**src/rtl/polyca_pkg.sv**
```systemverilog
package polyca_pkg;

    // accumulator and result widths
    localparam int CROSS_W     = 43;
    localparam int MOMENT_W    = 59;
    localparam int AREA_W      = 41;
    localparam int CENT_W      = 32;
    localparam int OUT_TDATA_W = ((AREA_W + 2 * CENT_W + 7) / 8) * 8;

    // divider step counter
    localparam int DCNT_W = $clog2(MOMENT_W);

    // halved area saturation bounds, held at the cross sum width
    localparam logic signed [CROSS_W-1:0] AREA_MAX =
        CROSS_W'((64'sd1 <<< (AREA_W - 1)) - 64'sd1);
    localparam logic signed [CROSS_W-1:0] AREA_MIN =
        CROSS_W'(-(64'sd1 <<< (AREA_W - 1)));

    // centroid magnitude limits for the positive and negative side
    localparam logic [MOMENT_W-1:0] CENT_POS_LIM =
        MOMENT_W'((64'd1 << (CENT_W - 1)) - 64'd1);
    localparam logic [MOMENT_W-1:0] CENT_NEG_LIM =
        MOMENT_W'(64'd1 << (CENT_W - 1));
    localparam logic [CENT_W-1:0] CENT_MAX = {1'b0, {(CENT_W - 1){1'b1}}};
    localparam logic [CENT_W-1:0] CENT_MIN = {1'b1, {(CENT_W - 1){1'b0}}};

    typedef enum logic [9:0] {
        ST_IDLE = 10'b00_0000_0001,
        ST_M1   = 10'b00_0000_0010,
        ST_M2   = 10'b00_0000_0100,
        ST_M3   = 10'b00_0000_1000,
        ST_M4   = 10'b00_0001_0000,
        ST_HALF = 10'b00_0010_0000,
        ST_DSET = 10'b00_0100_0000,
        ST_DIV  = 10'b00_1000_0000,
        ST_SAT  = 10'b01_0000_0000,
        ST_OUT  = 10'b10_0000_0000
    } state_t;

endpackage

```
**src/rtl/polygon_centroid_area_unit.sv**
```systemverilog
// shoelace area and centroid of a polygon streamed in vertex by vertex
//
// input channel s_axis: one transfer per vertex, x and y in tdata, tlast set on
// the final vertex of the polygon. output channel m_axis: one transfer per
// polygon, carrying the halved signed area, the centroid and a degenerate flag.
//
// sequence: the first vertex of a polygon is only accepted; each later vertex is
// accepted and then makes four passes through the one shared signed multiplier (two cross
// terms, then the x and y moments). the final vertex also runs the closing edge
// back to the first vertex, then the halving step and two 59-step restoring
// divisions on a shared compare/subtract unit, one quotient bit per cycle.
// degenerate polygons skip the divisions, and a lone point also skips the edge passes.
//
// the block holds s_axis_tready low while it works on a vertex. a finished
// result sits in the output register; the next polygon may stream in while it
// waits, and only the next final vertex stalls until m_axis takes the result.
// reset clears the sequencer, the first-vertex flag and all sums; the block is
// ready for a new polygon in the first cycle after reset.
module polygon_centroid_area_unit #(
    parameter int COORD_BITS = 16
) (
    input  logic                                      clk,
    input  logic                                      rst_n,
    // vertex input
    input  logic                                      s_axis_tvalid,
    output logic                                      s_axis_tready,
    input  logic [((2 * COORD_BITS + 7) / 8) * 8-1:0] s_axis_tdata,  // vertex_x, vertex_y
    input  logic                                      s_axis_tlast,  // last_vertex
    // result output
    output logic                                      m_axis_tvalid,
    input  logic                                      m_axis_tready,
    output logic [polyca_pkg::OUT_TDATA_W-1:0]        m_axis_tdata,  // area, centroid_x, centroid_y
    output logic                                      m_axis_tuser   // degenerate
);
    import polyca_pkg::*;

    localparam int CW = COORD_BITS;
    localparam int AW = CW + 1;        // multiplier a side: coordinate or coordinate sum
    localparam int BW = 2 * CW + 1;    // multiplier b side: coordinate or cross term
    localparam int PW = AW + BW;

    // field positions in the output word
    localparam int CX_LO = AREA_W;
    localparam int CY_LO = AREA_W + CENT_W;
    localparam int PAD_W = OUT_TDATA_W - AREA_W - 2 * CENT_W;

    state_t state_reg, state_next;

    // vertex bookkeeping
    logic                    have_first_reg;
    logic                    last_reg;      // polygon ends with the current vertex
    logic                    close_reg;     // closing edge still to run
    logic signed [CW-1:0]    first_x_reg, first_y_reg;
    logic signed [CW-1:0]    prev_x_reg, prev_y_reg;

    // edge operands (a to b)
    logic signed [CW-1:0]    ax_reg, ay_reg, bx_reg, by_reg;

    // shared multiplier
    logic signed [AW-1:0]    mul_a;
    logic signed [BW-1:0]    mul_b;
    logic signed [PW-1:0]    mul_p;
    logic signed [BW-1:0]    prod_reg;
    logic signed [BW-1:0]    c_reg;

    // sums
    logic signed [CROSS_W-1:0]  cross_reg;
    logic signed [MOMENT_W-1:0] mx_reg, my_reg;

    // closing arithmetic
    logic signed [CROSS_W-1:0]  half_reg;
    logic signed [CROSS_W-1:0]  cs_adj;
    logic signed [CROSS_W-1:0]  half_calc;
    logic signed [MOMENT_W-1:0] half_ext, six_half, div_src;
    logic [MOMENT_W-1:0]        dvs_mag, dvd_mag;

    // shared divider
    logic                    sel_y_reg;
    logic                    neg_reg;
    logic [DCNT_W-1:0]       div_cnt_reg;
    logic [MOMENT_W-1:0]     dvs_reg, rem_reg, quo_reg;
    logic [MOMENT_W:0]       div_sh, div_diff;
    logic                    div_bit;
    logic [CENT_W-1:0]       cent_sat;
    logic [CENT_W-1:0]       cx_reg, cy_reg;

    // output register
    logic                    m_valid_reg;
    logic [OUT_TDATA_W-1:0]  m_data_reg;
    logic                    m_degen_reg;
    logic signed [CROSS_W-1:0] area_sat;

    logic s_fire;
    logic out_free;

    assign s_axis_tready = (state_reg == ST_IDLE);
    assign s_fire        = s_axis_tvalid && s_axis_tready;
    assign out_free      = !m_valid_reg || m_axis_tready;

    assign m_axis_tvalid = m_valid_reg;
    assign m_axis_tdata  = m_data_reg;
    assign m_axis_tuser  = m_degen_reg;

    // multiplier operand select: ax*by, bx*ay, (ax+bx)*c, (ay+by)*c
    always_comb
    begin
        unique case (state_reg)
            ST_M1:
            begin
                mul_a = AW'(ax_reg);
                mul_b = BW'(by_reg);
            end
            ST_M2:
            begin
                mul_a = AW'(bx_reg);
                mul_b = BW'(ay_reg);
            end
            ST_M3:
            begin
                mul_a = AW'(ax_reg) + AW'(bx_reg);
                mul_b = c_reg;
            end
            ST_M4:
            begin
                mul_a = AW'(ay_reg) + AW'(by_reg);
                mul_b = c_reg;
            end
            default:
            begin
                mul_a = '0;
                mul_b = '0;
            end
        endcase
        mul_p = mul_a * mul_b;
    end

    // halving with truncation toward zero
    always_comb
    begin
        cs_adj    = cross_reg + $signed({{(CROSS_W - 1){1'b0}}, cross_reg[CROSS_W-1]});
        half_calc = cs_adj >>> 1;
    end

    // divisor 6*half as shift-add, and dividend magnitude
    always_comb
    begin
        half_ext = MOMENT_W'(half_reg);
        six_half = (half_ext <<< 2) + (half_ext <<< 1);
        dvs_mag  = six_half[MOMENT_W-1] ? MOMENT_W'(-six_half) : MOMENT_W'(six_half);
        div_src  = sel_y_reg ? my_reg : mx_reg;
        dvd_mag  = div_src[MOMENT_W-1] ? MOMENT_W'(-div_src) : MOMENT_W'(div_src);
    end

    // one restoring division step
    always_comb
    begin
        div_sh   = {rem_reg, quo_reg[MOMENT_W-1]};
        div_diff = div_sh - {1'b0, dvs_reg};
        div_bit  = !div_diff[MOMENT_W];
    end

    // quotient sign and 32-bit saturation
    always_comb
    begin
        if (!neg_reg)
        begin
            cent_sat = (quo_reg > CENT_POS_LIM) ? CENT_MAX : quo_reg[CENT_W-1:0];
        end
        else
        begin
            cent_sat = (quo_reg > CENT_NEG_LIM) ? CENT_MIN : CENT_W'(-quo_reg[CENT_W-1:0]);
        end
    end

    // halved area saturation
    always_comb
    begin
        if (half_reg > AREA_MAX)
        begin
            area_sat = AREA_MAX;
        end
        else if (half_reg < AREA_MIN)
        begin
            area_sat = AREA_MIN;
        end
        else
        begin
            area_sat = half_reg;
        end
    end

    // sequencer
    always_comb
    begin
        state_next = state_reg;
        unique case (state_reg)
            ST_IDLE:
            begin
                if (s_fire)
                begin
                    if (have_first_reg)
                    begin
                        state_next = ST_M1;
                    end
                    else if (s_axis_tlast)
                    begin
                        // single point, the closing edge adds nothing
                        state_next = ST_HALF;
                    end
                end
            end
            ST_M1:   state_next = ST_M2;
            ST_M2:   state_next = ST_M3;
            ST_M3:   state_next = ST_M4;
            ST_M4:
            begin
                if (close_reg)
                begin
                    state_next = ST_M1;
                end
                else if (last_reg)
                begin
                    state_next = ST_HALF;
                end
                else
                begin
                    state_next = ST_IDLE;
                end
            end
            ST_HALF: state_next = ST_DSET;
            ST_DSET:
            begin
                if (half_reg == '0)
                begin
                    state_next = ST_OUT;
                end
                else
                begin
                    state_next = ST_DIV;
                end
            end
            ST_DIV:
            begin
                if (div_cnt_reg == DCNT_W'(MOMENT_W - 1))
                begin
                    state_next = ST_SAT;
                end
            end
            ST_SAT:  state_next = sel_y_reg ? ST_OUT : ST_DSET;
            ST_OUT:
            begin
                if (out_free)
                begin
                    state_next = ST_IDLE;
                end
            end
            default: state_next = ST_IDLE;
        endcase
    end

    // control state and sums
    always_ff @(posedge clk or negedge rst_n)
    begin
        if (!rst_n)
        begin
            state_reg      <= ST_IDLE;
            have_first_reg <= 1'b0;
            last_reg       <= 1'b0;
            close_reg      <= 1'b0;
            sel_y_reg      <= 1'b0;
            div_cnt_reg    <= '0;
            cross_reg      <= '0;
            mx_reg         <= '0;
            my_reg         <= '0;
            m_valid_reg    <= 1'b0;
        end
        else
        begin
            state_reg <= state_next;

            // output valid: set when a result is loaded, cleared once taken
            if (state_reg == ST_OUT && out_free)
            begin
                m_valid_reg <= 1'b1;
            end
            else if (m_axis_tready)
            begin
                m_valid_reg <= 1'b0;
            end

            unique case (state_reg)
                ST_IDLE:
                begin
                    if (s_fire)
                    begin
                        have_first_reg <= 1'b1;
                        last_reg       <= s_axis_tlast;
                        close_reg      <= s_axis_tlast && have_first_reg;
                    end
                end
                ST_M3:
                begin
                    cross_reg <= cross_reg + CROSS_W'(c_reg);
                    mx_reg    <= mx_reg + MOMENT_W'(mul_p);
                end
                ST_M4:
                begin
                    my_reg    <= my_reg + MOMENT_W'(mul_p);
                    close_reg <= 1'b0;
                end
                ST_DSET:
                begin
                    div_cnt_reg <= '0;
                end
                ST_DIV:
                begin
                    div_cnt_reg <= div_cnt_reg + 1'b1;
                end
                ST_SAT:
                begin
                    sel_y_reg <= 1'b1;
                end
                ST_OUT:
                begin
                    if (out_free)
                    begin
                        have_first_reg <= 1'b0;
                        last_reg       <= 1'b0;
                        sel_y_reg      <= 1'b0;
                        cross_reg      <= '0;
                        mx_reg         <= '0;
                        my_reg         <= '0;
                    end
                end
                default:
                begin
                end
            endcase
        end
    end

    // datapath registers
    always_ff @(posedge clk)
    begin
        unique case (state_reg)
            ST_IDLE:
            begin
                if (s_fire)
                begin
                    prev_x_reg <= s_axis_tdata[CW-1:0];
                    prev_y_reg <= s_axis_tdata[2*CW-1:CW];
                    ax_reg     <= prev_x_reg;
                    ay_reg     <= prev_y_reg;
                    bx_reg     <= s_axis_tdata[CW-1:0];
                    by_reg     <= s_axis_tdata[2*CW-1:CW];
                    if (!have_first_reg)
                    begin
                        first_x_reg <= s_axis_tdata[CW-1:0];
                        first_y_reg <= s_axis_tdata[2*CW-1:CW];
                    end
                end
            end
            ST_M1:
            begin
                prod_reg <= BW'(mul_p);
            end
            ST_M2:
            begin
                c_reg <= prod_reg - BW'(mul_p);
            end
            ST_M4:
            begin
                // closing edge runs from the last vertex back to the first
                if (close_reg)
                begin
                    ax_reg <= bx_reg;
                    ay_reg <= by_reg;
                    bx_reg <= first_x_reg;
                    by_reg <= first_y_reg;
                end
            end
            ST_HALF:
            begin
                half_reg <= half_calc;
            end
            ST_DSET:
            begin
                if (half_reg == '0)
                begin
                    cx_reg <= '0;
                    cy_reg <= '0;
                end
                dvs_reg <= dvs_mag;
                quo_reg <= dvd_mag;
                rem_reg <= '0;
                neg_reg <= div_src[MOMENT_W-1] ^ half_reg[CROSS_W-1];
            end
            ST_DIV:
            begin
                rem_reg <= div_bit ? div_diff[MOMENT_W-1:0] : div_sh[MOMENT_W-1:0];
                quo_reg <= {quo_reg[MOMENT_W-2:0], div_bit};
            end
            ST_SAT:
            begin
                if (sel_y_reg)
                begin
                    cy_reg <= cent_sat;
                end
                else
                begin
                    cx_reg <= cent_sat;
                end
            end
            ST_OUT:
            begin
                if (out_free)
                begin
                    m_data_reg  <= {{PAD_W{1'b0}}, cy_reg, cx_reg, area_sat[AREA_W-1:0]};
                    m_degen_reg <= (half_reg == '0);
                end
            end
            default:
            begin
            end
        endcase
    end

    // a result only appears out of the output state
    a_out_from_seq: assert property (@(posedge clk) disable iff (!rst_n)
        $rose(m_valid_reg) |-> $past(state_reg == ST_OUT))
        else $error("result raised outside the output state");

    // degenerate results carry a zero centroid
    a_degen_zero: assert property (@(posedge clk) disable iff (!rst_n)
        m_valid_reg && m_degen_reg |->
            m_data_reg[CX_LO+CENT_W-1:CX_LO] == '0 && m_data_reg[CY_LO+CENT_W-1:CY_LO] == '0)
        else $error("degenerate result with nonzero centroid");

    // edges are only formed once a first vertex is held
    a_edge_first: assert property (@(posedge clk) disable iff (!rst_n)
        state_reg == ST_M1 |-> have_first_reg)
        else $error("edge started with no first vertex");

    // the final vertex always starts closing work
    a_last_busy: assert property (@(posedge clk) disable iff (!rst_n)
        s_fire && s_axis_tlast |=> state_reg != ST_IDLE)
        else $error("final vertex did not start the closing sequence");

    // divider step count stays within the dividend width
    a_div_cnt: assert property (@(posedge clk) disable iff (!rst_n)
        state_reg == ST_DIV |-> div_cnt_reg < DCNT_W'(MOMENT_W))
        else $error("divider step count out of range");

endmodule

```
**config.mk**
```make
export PLATFORM = sky130hd
export DESIGN_NAME = polygon_centroid_area_unit
export DESIGN_NICKNAME = d
export VERILOG_FILES = /design/src/rtl/polyca_pkg.sv /design/src/rtl/polygon_centroid_area_unit.sv
export SDC_FILE = /design/constraint.sdc
export NUM_CORES = 2
export LEC_CHECK = 0
export ABC_AREA = 1
export BUFFER_PORTS_ARGS = -buffer_cell sky130_fd_sc_hd__buf_2
export CORE_AREA = 2 2 357 359
export CTS_BUF_LIST = sky130_fd_sc_hd__clkbuf_4 sky130_fd_sc_hd__clkbuf_8
export DETAILED_ROUTE_END_ITERATION = 8
export DIE_AREA = 0 0 359 361
export GPL_TIMING_DRIVEN = 0
export PLACE_DENSITY = 0.76
export RECOVER_POWER = 100
export SLEW_MARGIN = 30
export SYNTH_ARGS = -nofsm -noshare
export SYNTH_HDL_FRONTEND = slang
export SYNTH_SLANG_ARGS = --single-unit
```
**constraint.sdc**
```tcl
create_clock -name clk -period 14.2 [get_ports clk]
set_input_delay 0.71 -clock clk [delete_from_list [all_inputs] [get_ports clk]]
set_output_delay 0.71 -clock clk [all_outputs]
set_load 0.005 [all_outputs]
```
# Yosys cells after proc, flatten, opt, wreduce, memory -nomap -nowiden
# Cells that the tools add are included.
# W data, S select, Z words.
# op_classes
n_mul	1
n_addsub	13
n_mux	55
eq_ne	19
n_bitwise	2
n_reduce_logical	28
order_cmp	4
# op_table
cell	n
$pmux W59 S2	4
$mux W59	4
$mux W32	6
$mux W16	8
$pmux W16 S2	4
$pmux W32 S2	2
$add A59 B50 Y59	2
$pmux W10 S10	1
$pmux W33 S3	1
$pmux W43 S2	1
$mux W10	7
$pmux W17 S4	1
$sub A60 B59 Y60	1
$gt A59 B31 Y1 const B	1
$gt A59 B32 Y1 const B	1
$neg A45 Y59	1
$neg A59 Y59	1
$mux W58	1
$mul A17 B33 Y50	1
$add A44 B43 Y45	1
$add A43 B2 Y43	1
$add A43 B33 Y43	1
$logic_not A43 Y1	1
$mux W43	1
other kinds (35)	69
# word_totals
output_inout_bits	115
register_bits	766
word_cells	153
input_bits	37

# Depth between registers and ports, before layout
# logic_depth
ltp_word	6
depth_mapped	55
ltp_nobuf	54

# Worst setup path after synthesis
# Ideal clock, no wire load.
# synth_timing
path_type	reg2reg
start	reg ay_reg[0]
end	reg my_reg[56]
setup_ns	0.131
t_required_ns	14.069
arrival_ns	9.347
path_stages_with_launch	41
slack_ns	4.722
n_path_buf	1
synth_period_minus_slack_ns	9.478
path_cell_list	edfxtp_1 > ha_1 > fa_1 > nand3_1 > nand2_1 > nand2_1 > nand2_1 > a21oi_1 > inv_1 > nand3_1 > o2111ai_1 > nand2_1 > a21oi_1 > o211ai_1 > buf_2 > nand2_1 > fa_1 > fa_1 > (+5 left out) > fa_1 > inv_1 > ha_1 > a21oi_1 > o21ai_0 > a21oi_1 > o21ai_1 > a21oi_1 > o21ai_1 > xnor2_1 > ha_1 > a21oi_1 > o21ai_0 > a221oi_1 > o211ai_1 > or2_2 > nand3_1 > o21ai_0
# synth_via
elab_chain_len	5
word_cells_on_any_way	6
cone_classes	2 x add/sub; 1 x mul; 3 x mux
# synth_rtl
item	line	source
start, declared	polygon_centroid_area_unit.sv:57	logic signed [CW-1:0] ax_reg, ay_reg, bx_reg, by_reg;
start signal, assigned	polygon_centroid_area_unit.sv:353	ay_reg <= prev_y_reg;
start signal, assigned	polygon_centroid_area_unit.sv:377	ay_reg <= by_reg;
$add A16 B16 Y17	polygon_centroid_area_unit.sv:125	mul_a = AW'(ay_reg) + AW'(by_reg);
$pmux W17 S4	polygon_centroid_area_unit.sv:107	unique case (state_reg)
$mul A17 B33 Y50 (*)	polygon_centroid_area_unit.sv:134	mul_p = mul_a * mul_b;
$add A59 B50 Y59 (*)	polygon_centroid_area_unit.sv:308	my_reg <= my_reg + MOMENT_W'(mul_p);
$pmux W59 S2 (*)	polygon_centroid_area_unit.sv:291	unique case (state_reg)
end signal, assigned	polygon_centroid_area_unit.sv:308	
end, declared	polygon_centroid_area_unit.sv:68	logic signed [MOMENT_W-1:0] mx_reg, my_reg;
# Mark *: on every way between the ends. The rest lies on a longest branch, timed or not.
# A chain may end at the register's enable or synchronous reset.

# Final worst setup path
# layout_timing
start	reg state_reg[6]
end	reg mx_reg[58]
# layout_via
elab_chain_len	6
word_cells_on_any_way	14
cone_classes	1 x add/sub; 1 x mul; 6 x eq/ne; 3 x mux; 3 x reduce/logical
# layout_rtl
item	line	source
start, declared	polygon_centroid_area_unit.sv:47	state_t state_reg, state_next;
start signal, assigned	polygon_centroid_area_unit.sv:279	state_reg <= state_next;
$eq A10 B5 Y1 or $eq A10 B4 Y1 (tied branches)	polygon_centroid_area_unit.sv:107, polygon_centroid_area_unit.sv:291	
$reduce_or A2 Y1 (no source line)	--	
$pmux W33 S3	polygon_centroid_area_unit.sv:107	
$mul A17 B33 Y50	polygon_centroid_area_unit.sv:134	
$add A59 B50 Y59	polygon_centroid_area_unit.sv:304	mx_reg <= mx_reg + MOMENT_W'(mul_p);
$pmux W59 S2	polygon_centroid_area_unit.sv:291	
end signal, assigned	polygon_centroid_area_unit.sv:304	
end, declared	polygon_centroid_area_unit.sv:68	
# Several ways; a longest one is shown, not always the timed one.

==> metrics.txt <==
wire per inst 22.4 µm; Async S/R FF share, synth 23.8%; number of flip-flops in the largest register 105; Worst Max-Slew Pin Slew 4.49 ns; CP Capture Type flip-flop; status complete, but fails checks; CP startpoint kind flip-flop; gpl congestion 1.06; period utilization 94.1%; Yosys warnings 0; dpl hpwl 217 mm; CP most frequent cell fa_1; failing checks capacitance limit, slew limit; crit path buf inv count 9; CTS buffer count 139; critical path's top delay family adder cells; initial core utilization 59.6%; list of most frequent post-synthesis cells nand2_1 (2296), inv_1 (1810), nor2_1 (854); hold path cells 2; Pwr Total 20.3 mW; clock period minus final worst setup slack 13.37 ns; Mapped Cells 9689; Placed Area 78400 µm²; Clk Latency, worst-skew pair 0.92 ns; Final setup viols 0; final instance area 80700 µm²; Worst EP required 14.94 ns; post-DR vias/cell 5.91; layout cells sized above 1 4.77%; Starting DRT DRC Count 7662; DR vias 69900; Synth top area share 23.4%; post-route ant nets 0; top-count cell post-synth nand2_1; global route total overflow 0; row count 130; Post-Route WL 265 mm; TritonCTS clock tree yes; leakage power 39.1 nW; Syn-to-layout area delta 7.86%; final core utilization 64.3%; number of global-route vias before repair 69000; DR DRC count 0; Port Buf Inserts 144; Post-CTS Repair Setup Buffers 0; Slew HR -199%; core area 125000 µm²; sequential cell area fraction in the yosys report 29.5%; Mapped Area 74800 µm²; synth top area cells edfxtp_1 (23%), fa_1 (15%), nand2_1 (12%), inv_1 (9.1%), ha_1 (7.9%); worst reg-to-reg path cell count 39; slowest library cell on the worst path o2111ai_1; CP peak stage delay 1.13 ns; RSZ-0062 raised after global routing no; pin count of the biggest net entering global routing 77; Max Clock Freq 0.0748 GHz; die height 361 µm; clk slew on worst S/H paths 0.06 ns; max cap viols 8; dpl ws 1.62 ns; drt pass-1 iters 9; CTS root buffer clkbuf_8; Worst EP arrival 14.11 ns; IR drop worst, VDD 0.000233 V; synthesized area per cell 7.72 µm²; Nets 11100; Setup CP Type flip-flop to flip-flop; die area 130000 µm²; setup tns final 0 ns; Yosys reg bits 765; Max Slew Vio Count 384; R2R Path End mx_reg[58]; total track usage 40.4%; flop-to-flop setup slack 0.83 ns; Pwr Density 252 nW/µm²; Yosys top cell by area edfxtp_1; Clock Sinks 765; Max Root-Sink Buffers 3; hold_ws 0.113 ns; Post-Route Skew 0.0810 ns; Post-synth EDFFs 583; # IOs 152; main flop type after synthesis edfxtp_1; worst hold-check path type input port to flip-flop; Worst Path Max Fanout 11; library cells used by synthesis 74; setup ws final 0.833 ns; hold path startpoint m_axis_tready; Hold EP m_axis_tvalid; initial antenna violation count 2; H-Tree Level Count 4; Critical R2R Launch state_reg[6]; first-pass GRT wire length 399 mm; Placed Cells 11500; die width 359 µm; non-filler cells, final 11800; Final Hold Viols 0
-- cell type report --
class | count | area [µm²]
multi-input combinational | 6883 | 44800
fill | 10900 | 44700
sequential | 765 | 22100
inverter | 1836 | 6890
clock buffer | 191 | 2360
tap | 1650 | 2060
timing repair buffer | 204 | 1000
buffer | 225 | 1000
clock inverter | 61 | 464
antenna | 6 | 15.0
-- cell usage in the layout, fill, tap and decap left out, drive strengths merged, types with 25 or more instances in the layout --
cell	synthesis	layout
nand2	2303	2303
inv	1833	1841
nor2	878	878
o21ai	676	676
a21oi	601	601
edfxtp	583	583
fa	544	544
ha	473	473
clkbuf	108	442
nand3	312	312
xor2	191	191
dfrtp	181	181
buf	117	153
nor3	133	133
nand4	108	108
xnor2	103	103
a31oi	86	86
nor4	58	58
o21bai	57	57
a21o	54	54
clkinv	3	50
o22ai	46	46
or2	34	34
a21boi	33	33
dlygate4sd3	0	25
-- per-layer routing --
metal / GRT usage (%) / vias to the layer above / share of wire, %
met1: 50.0 / 32900 / 37
met5: 0 / - / 0
met3: 7.49 / 903 / 9.9
li1: - / 32000 / -
met4: 25.1 / 0 / 7.1
met2: 65.9 / 4117 / 46
-- kinds of logic (layout without fill, tap and decap cells) --
group | Yosys count | in the layout | synth area share, %
simple gates | 3860 | 3860 | 21.3
buf+inv | 2061 | 2517 | 10.6
compound gates | 1691 | 1691 | 12.7
fa+ha+maj | 1017 | 1017 | 22.5
flops | 765 | 765 | 29.5
xor+xnor | 294 | 294 | 3.49
other cells | 1 | 27 | 0.00501
-- worst reg2reg max path, delay by kind of cell, from the launching register on --
family                   cells  cell delay, ns
AND/OR/NAND/NOR             12            2.47
flip-flops                   1            0.40
buffers and inverters        9            2.41
AO/OA/AOI/OAI                9            3.24
adder cells (fa/ha/maj)      8            3.71
XOR/XNOR                     1            0.99
-- report_power, final --
part           leakage [nW]  internal, mW  switching (mW)
clock network          1.49          1.14            1.06
logic                  30.4          4.43            10.3
registers              7.15          2.99           0.353
total                  39.1          8.56            11.8
-- what timing repair did --
item,CTS,global route
hold buffers,25,0
hold endpoints to repair,80,0
resized for setup,0,0
-- worst max-delay path by stage --
stage	start	end	slack, ns	cells after the start
3_3_place_gp	state_reg[9]	mx_reg[58]	1.36	36
5_1_grt	state_reg[6]	mx_reg[58]	0.53	39
3_5_place_dp	state_reg[6]	mx_reg[47]	1.62	39
4_1_cts	state_reg[6]	mx_reg[47]	1.60	39
2_1_floorplan	ay_reg[0]	my_reg[56]	4.72	40
6_report	state_reg[6]	mx_reg[58]	0.83	39
Note: power is estimated with default switching activity, not from simulation.
